<file path="src/hw/rtl/rbf_pkg.sv">
package rbf_pkg;

  localparam int SAMPLE_W = 24;
  localparam int COEF_W   = 16;
  localparam int HALF_W   = 5;
  localparam int IDX_W    = 6;
  localparam int REG_W    = 17;
  localparam int RAW_W    = 34;
  localparam int SUM_W    = 40;
  localparam int NUM_W    = 51;
  localparam int ACC_W    = 48;
  localparam int PROD_W   = 42;
  localparam int Q_W      = 17;

  localparam logic [REG_W-1:0] ONE_Q16     = 17'd65536;
  localparam logic [REG_W-1:0] PI_HALF_Q16 = 17'd102944;

  localparam logic [1:0] REG_HALF_WIDTH = 2'd0;
  localparam logic [1:0] REG_TAP_STEP   = 2'd1;
  localparam logic [1:0] REG_LIMB_COEFF = 2'd2;

  typedef logic [RAW_W-1:0] raw_t;

  typedef struct packed {
    logic             capture;
    logic             start;
    logic             shift;
    logic             raw_start;
    logic             sum_clr;
    logic             sum_add;
    logic             div_start;
    logic             w_write;
    logic             mac_clr;
    logic             mac_issue;
    logic             out_load;
    logic             out_last;
    logic [IDX_W-1:0] idx;
  } cmd_t;

  typedef struct packed {
    logic              raw_done;
    logic              div_done;
    logic              mac_idle;
    logic              out_free;
    logic [HALF_W-1:0] h;
  } status_t;

endpackage

</file>
<file path="src/hw/rtl/rbf_ctrl.sv">
module rbf_ctrl (
  input  logic             clk,
  input  logic             rst,
  input  logic             in_valid,
  input  logic             in_last,
  output logic             in_ready,
  input  rbf_pkg::status_t st,
  output rbf_pkg::cmd_t    cmd
);
  import rbf_pkg::*;

  localparam logic [3:0] S_IDLE  = 4'd0;
  localparam logic [3:0] S_RAW1  = 4'd1;
  localparam logic [3:0] S_WRAW1 = 4'd2;
  localparam logic [3:0] S_RAW2  = 4'd3;
  localparam logic [3:0] S_WRAW2 = 4'd4;
  localparam logic [3:0] S_WDIV  = 4'd5;
  localparam logic [3:0] S_SHIFT = 4'd6;
  localparam logic [3:0] S_ECHK  = 4'd7;
  localparam logic [3:0] S_MAC   = 4'd8;
  localparam logic [3:0] S_MWAIT = 4'd9;
  localparam logic [3:0] S_OUTW  = 4'd10;
  localparam logic [3:0] S_NEXT  = 4'd11;

  logic [3:0]        state;
  logic [3:0]        state_next;
  logic              in_spec;
  logic [5:0]        seen;
  logic [5:0]        n_cur;
  logic              last_r;
  logic              flushing;
  logic [HALF_W-1:0] m;
  logic [HALF_W-1:0] d;
  logic [IDX_W-1:0]  t;
  logic              accept;
  logic              emit;
  logic              d_end;
  logic              t_end;
  logic              m_end;

  assign in_ready = (state == S_IDLE);
  assign accept   = in_valid && in_ready;
  assign emit     = ({1'b0, n_cur} + (flushing ? {2'b0, m} : 7'd0)) >= {2'b0, st.h};
  assign d_end    = (d == st.h);
  assign t_end    = (t == {st.h, 1'b0});
  assign m_end    = (m == st.h);

  always_comb begin
    cmd        = '0;
    state_next = state;
    unique case (state)
      S_IDLE: begin
        if (accept) begin
          cmd.capture = 1'b1;
          if (!in_spec) begin
            cmd.start   = 1'b1;
            cmd.sum_clr = 1'b1;
            state_next  = S_RAW1;
          end else begin
            state_next = S_SHIFT;
          end
        end
      end
      S_RAW1: begin
        cmd.raw_start = 1'b1;
        cmd.idx       = {1'b0, d};
        state_next    = S_WRAW1;
      end
      S_WRAW1: begin
        cmd.idx = {1'b0, d};
        if (st.raw_done) begin
          cmd.sum_add = 1'b1;
          state_next  = d_end ? S_RAW2 : S_RAW1;
        end
      end
      S_RAW2: begin
        cmd.raw_start = 1'b1;
        cmd.idx       = {1'b0, d};
        state_next    = S_WRAW2;
      end
      S_WRAW2: begin
        if (st.raw_done) begin
          cmd.div_start = 1'b1;
          state_next    = S_WDIV;
        end
      end
      S_WDIV: begin
        cmd.idx = {1'b0, d};
        if (st.div_done) begin
          cmd.w_write = 1'b1;
          state_next  = d_end ? S_ECHK : S_RAW2;
        end
      end
      S_SHIFT: begin
        cmd.shift  = 1'b1;
        state_next = S_ECHK;
      end
      S_ECHK: begin
        if (emit) begin
          cmd.mac_clr = 1'b1;
          state_next  = S_MAC;
        end else begin
          state_next = S_NEXT;
        end
      end
      S_MAC: begin
        cmd.mac_issue = 1'b1;
        cmd.idx       = t;
        if (t_end) begin
          state_next = S_MWAIT;
        end
      end
      S_MWAIT: begin
        if (st.mac_idle) begin
          state_next = S_OUTW;
        end
      end
      S_OUTW: begin
        if (st.out_free) begin
          cmd.out_load = 1'b1;
          cmd.out_last = flushing ? m_end : (last_r && (st.h == '0));
          state_next   = S_NEXT;
        end
      end
      S_NEXT: begin
        if (!last_r || (st.h == '0) || (flushing && m_end)) begin
          state_next = S_IDLE;
        end else begin
          // Each flush step shifts the last sample in once more.
          cmd.shift  = 1'b1;
          state_next = S_ECHK;
        end
      end
      default: state_next = S_IDLE;
    endcase
  end

  always_ff @(posedge clk) begin
    if (rst) begin
      state    <= S_IDLE;
      in_spec  <= 1'b0;
      seen     <= '0;
      n_cur    <= '0;
      last_r   <= 1'b0;
      flushing <= 1'b0;
      m        <= '0;
      d        <= '0;
      t        <= '0;
    end else begin
      state <= state_next;
      unique case (state)
        S_IDLE: begin
          if (accept) begin
            last_r   <= in_last;
            flushing <= 1'b0;
            m        <= '0;
            d        <= '0;
            if (!in_spec) begin
              in_spec <= 1'b1;
              n_cur   <= '0;
              seen    <= 6'd1;
            end else begin
              n_cur <= seen;
              if (seen != 6'd63) begin
                seen <= seen + 6'd1;
              end
            end
          end
        end
        S_WRAW1: begin
          if (st.raw_done) begin
            d <= d_end ? '0 : d + 5'd1;
          end
        end
        S_WDIV: begin
          if (st.div_done && !d_end) begin
            d <= d + 5'd1;
          end
        end
        S_ECHK: begin
          t <= '0;
        end
        S_MAC: begin
          t <= t + 6'd1;
        end
        S_NEXT: begin
          if (!last_r || (st.h == '0) || (flushing && m_end)) begin
            if (last_r) begin
              in_spec <= 1'b0;
              seen    <= '0;
            end
          end else begin
            flushing <= 1'b1;
            m        <= m + 5'd1;
          end
        end
        default: ;
      endcase
    end
  end

  a_out_free: assert property (@(posedge clk) disable iff (rst)
    cmd.out_load |-> st.out_free)
    else $error("result loaded while the output register was still full");

  a_tap_range: assert property (@(posedge clk) disable iff (rst)
    cmd.mac_issue |-> (cmd.idx <= {st.h, 1'b0}))
    else $error("tap index beyond the kernel span");

  a_raw_wait: assert property (@(posedge clk) disable iff (rst)
    st.raw_done |-> (state == S_WRAW1 || state == S_WRAW2))
    else $error("tap value finished outside a wait state");

  a_flush_bound: assert property (@(posedge clk) disable iff (rst)
    flushing |-> (m <= st.h))
    else $error("flush ran past the half width");

endmodule

</file>
<file path="config.mk">
export PLATFORM = sky130hd
export DESIGN_NAME = rbf_ctrl
export DESIGN_NICKNAME = d
export VERILOG_FILES = /design/src/hw/rtl/rbf_pkg.sv /design/src/hw/rtl/rbf_ctrl.sv
export SDC_FILE = /design/constraint.sdc
export NUM_CORES = 1
export LEC_CHECK = 0
export ABC_AREA = 1
export BUFFER_PORTS_ARGS = -buffer_cell sky130_fd_sc_hd__buf_2
export CAP_MARGIN = 20
export CELL_PAD_IN_SITES_DETAIL_PLACEMENT = 0
export CELL_PAD_IN_SITES_GLOBAL_PLACEMENT = 1
export CORE_MARGIN = 5
export CORE_UTILIZATION = 41
export DETAILED_ROUTE_END_ITERATION = 10
export PLACE_DENSITY = 0.81
export SLEW_MARGIN = 40
export SYNTH_ARGS = -nofsm -noshare
export SYNTH_HDL_FRONTEND = slang
export SYNTH_SLANG_ARGS = --single-unit
</file>
<file path="constraint.sdc">
create_clock -name clk -period 3.45 [get_ports clk]
set_clock_uncertainty 0.15 [all_clocks]
set_input_delay 0.345 -clock clk [delete_from_list [all_inputs] [get_ports clk]]
set_output_delay 0.345 -clock clk [all_outputs]
set_load 0.02 [all_outputs]
</file>
[After elaboration in Yosys (flattened, before gate mapping)]
Index checks and enable logic that the tools add are counted.
Storage, ports and cells
  register bits: 35
Operators by class
  reduce and logical (&&, ||, !) cells: 21
  add/subtract/negate cells: 5
  magnitude comparators: 1
  eq/ne operators: 27
  multiplexer cells: 56
Operator list (number)
  $pmux 4 s12: 1
  $mux 6: 6
  $pmux 6 s2: 3
  $mux 5: 6
  $mux 4: 7
  $ne 2x2->1 const B: 10
  $mux 1: 19
  $eq 4x3->1 const B: 4
  $eq 4x4->1 const B: 4
  $pmux 5 s3: 1
  $add 6x1->6 const B: 2
  $mux 2: 6
  $add 5x1->5 const B: 2
  $eq 5x5->1: 2
  $pmux 5 s2: 1
  $mux 3: 3
  $eq 4x2->1 const B: 2
  $reduce_and 4->1: 2
  $add 6x5->7: 1
  $ge 7x5->1: 1
  $reduce_and 7->1: 1
  $eq 6x6->1: 1
  $ne 6x6->1 const B: 1
  $pmux 1 s2: 3
  15 further kinds: 21

[Depth between registers and ports, before layout]
  depth after elaboration: 5
  depth in mapped cells: 20

[Worst setup path before layout]
Ideal clock, no wire load.
  kind: flip-flop to output port
  start point: register flushing
  end point: output port cmd[9] in the netlist's numbering
  setup slack: 751 ps
  required time: 2955 ps
  arrival: 2204 ps
  stages on the path, launching flop included: 17
  cells stage by stage: dfxtp_1 buf_2 nand2_1 inv_1 ha_1 inv_1 fa_1 xnor2_1 ha_1 nand2_1 nor2_1 nor2_1 nand2_1 nand2_1 nand4_1 inv_1 nor2_1
RTL lines
  start: declaration: RTL line rbf_ctrl.sv:31  | logic flushing;
  start signal: assignment: RTL line rbf_ctrl.sv:145  | flushing <= 1'b0;
  start signal: assignment: RTL line rbf_ctrl.sv:155  | flushing <= 1'b0;
  start signal: assignment: RTL line rbf_ctrl.sv:193  | flushing <= 1'b1;
  end: declaration: RTL line rbf_ctrl.sv:8  | output rbf_pkg::cmd_t cmd

==> flow_summary.yaml <==
critical_path:
  worstSetupPathType: "reg2out"
  startpoint_type: "flop"
  cp_max_fo: 6
  r2r-start: "m[0]"
  crit_top_cell: "nand2_1"
  timing.critical_path.cells: "nand2_1 -> inv_1 -> ha_1 -> inv_1 -> fa_1 -> xnor2_1 -> ha_1 -> a21oi_1 -> nand2_1 -> nand2_1 -> nand2_1 -> nand2_1 -> nand4_1 -> inv_1 -> nor2_1 -> buf_2"
  required_ns: 2.95
  r2r-end: "state[1]"
  slowest_stage: "dfxtp_1"
  reg2reg_slack_ns: 0.78
  end_kind: "output port"
  max_stage_delay_ns: 0.43
  cp.arrival_ns: 2.64
  r2r_cells: 18
final_layout:
  seq_area_um2: 702
  fillCellCount: 647
  multiInputGateArea_um2: 1620
  fin_area_um2: 2880
  area_delta_synth_final_pct: 11.8
  drive_above_1_share_pct: 19.1
  nets: 452
  final_common_cell: "nand2_1"
  layout_common_cells: "81 x nand2_1, 53 x nor2_1, 47 x inv_1"
  layout.cells.non_filler: 499
  antenna_cells: 0
floorplan:
  core_area_um2: 6030
  die_w_um: 89.3
  rows: 28
  dieHeight_um: 89.3
  die-area_um2: 7970
  boundaryPins: 32
  start_util_pct: 42.8
timing:
  hold_viol: 0
  fin_ws_ns: 0.316
  rsz0062_at_grt: "no"
  drv_slew: 0
  fmax_mhz: 319
  max_slew.worst_pin.slew_ns: 0.551
  min_period_ns: 3.13
  finalSetupViolCount: 0
  tns_ns: 0
  relSlewSlack_pct: 63.2
  fin_crit_sh_pct: 90.8
grt:
  gr-total-overflow: 0
  grt_util_all_layers_pct: 18.4
  grt_max_degree: 28
  grt_pass1_vias: 2425
  antenna_found_initial: 0
  grt_pass1_wl_mm: 11.4
run:
  maxCapViolations: 0
yosys:
  syn_inst: 393
  yosys_warnings: 0
  ys_seq_elements: 35
  synth_area_um2: 2580
  synth_area_per_cell_um2: 6.56
  yosysSeqAreaShare_pct: 27.2
  synth_cell_types: 38
  synth_nets: 421
clock_tree:
  clk_path_buf_depth: 2
  htree_levels: 2
  cts_setup_buffers: 0
  cts_tree: "done"
  clk_pin_slew_worst_paths_ns: 0.07
  cts_hold_buffers: 0
  cts-root-buf: "clkbuf_8"
  cts.sinks: 35
  clk_latency_ns: 0.29
  cts_made_buffers: 5
power_and_ir_drop:
  p_leak_nw: 1.34
  vdd_drop_max_uv: 394
  p_per_area_nw_per_um2: 552
outcome:
  status: "finished, final reports clean"
routing:
  drtPass1Iterations: 4
  drt-total-wl_mm: 6.49
  ant_nets: 0
  drc: 0
  wl_per_cell_um: 13.0
  vias: 2499
  vias_per_cell: 5.01
  drtIter0Drc: 127
worst_hold_path:
  hp-class: "in2reg"
  hold_path_end: "last_r"
  min_from: "in_last"
  hold_depth: 3
place:
  place_ws_ns: 0.607
  port_buffers: 31
  gp_congestion: 0.858
  placed_cells: 492
  hpwl_mm: 5.17
  placed_area_um2: 2790
==> state kept, by name, summed over array words and instances, names as in the netlist <==
| name | cells |
|---|---|
| seen | 6 |
| flushing | 1 |
| t | 6 |
| m | 5 |
| d | 5 |
| n_cur | 6 |
| in_spec | 1 |
| state | 4 |
| last_r | 1 |
==> area by class of cell <==
type	instances	area share, %
multi-input combinational	292	56.2
sequential	35	24.4
inverter	59	7.73
timing repair buffer	31	5.38
tap	75	3.26
clock buffer	6	2.87
clock inverter	1	0.174
==> routing by layer <==
layer	share of wire, %	track usage, %	vias up
met3	6.6	3.13	8
met5	0	0	-
met2	43	28.1	60
li1	-	-	1330
met1	49	26.4	1101
met4	1.2	5.14	0
==> worst max-delay path, delay by kind of cell (launching register included) <==
family / cells / cell delay [ns]
flip-flops: 1 / 0.43
AND/OR/NAND/NOR: 7 / 0.46
buffers and inverters: 4 / 0.34
XOR/XNOR: 1 / 0.14
adder cells (fa/ha/maj): 3 / 0.84
AO/OA/AOI/OAI: 1 / 0.13
==> synth_stat cells, drive strengths merged <==
master   count  area share [%]
nand2       94              16
nor2        61              11
inv         58             8.4
dfxtp       35              27
a21oi       34             6.9
nand3       20             5.0
o21ai       18             3.5
nor3        15             3.3
ha          14             6.8
xor2        10             3.4
o22ai        5             1.2
buf          4            0.87
clkbuf       3            0.44
nand3b       3            0.87
nand4        3            0.73
xnor2        3             1.0
a211oi       2            0.58
o2111ai      2            0.68
a21boi       1            0.29
a221oi       1            0.34
clkinv       1            0.19
fa           1            0.78
nor3b        1            0.29
nor4         1            0.24
o21a         1            0.29
o21bai       1            0.29
or2          1            0.24
==> cell families after synthesis <==
logic type	Yosys count	share of synthesized area (%)
AOI/OAI and AO/OA	65	14.1
adders and majority gates	15	7.57
xor gates and xnor gates	13	4.42
DFF	35	27.2
and+or+nand+nor	199	36.8
buffers and inverters	66	9.95
==> metrics by stage <==
step	hold WS, ns	total power, mW	utilization [%]
6_report	0.127	1.59	47.8
2_1_floorplan	0.294	1.12	-
5_1_grt	0.116	1.73	47.8
3_5_place_dp	0.309	1.29	46.3
4_1_cts	0.118	1.60	47.8
3_3_place_gp	0.309	1.29	46.3
==> power by group <==
group | internal [mW] | switching [mW] | total [mW] | leakage, nW
combinational | 0.242 | 0.518 | 0.761 | 1.01
sequential | 0.450 | 0.0668 | 0.517 | 0.284
clock | 0.157 | 0.155 | 0.312 | 0.0470
total | 0.849 | 0.740 | 1.59 | 1.34
==> how the worst max path moves through the flow <==
stage	from	to	slack (ns)	cells past startpoint
after CTS	flushing	cmd[9]	0.29	16
after global routing	m[0]	cmd[9]	0.0003	16
after floorplan	flushing	cmd[9]	0.75	16
after detailed placement	flushing	cmd[9]	0.61	16
final	m[0]	cmd[9]	0.32	16
after global placement	flushing	cmd[9]	0.64	16
==> what timing repair did <==
action	CTS	global route
hold endpoints to repair	0	0
resized for setup	0	1
endpoints found under the setup margin	0	1
Power figures use the tool's default switching activity.
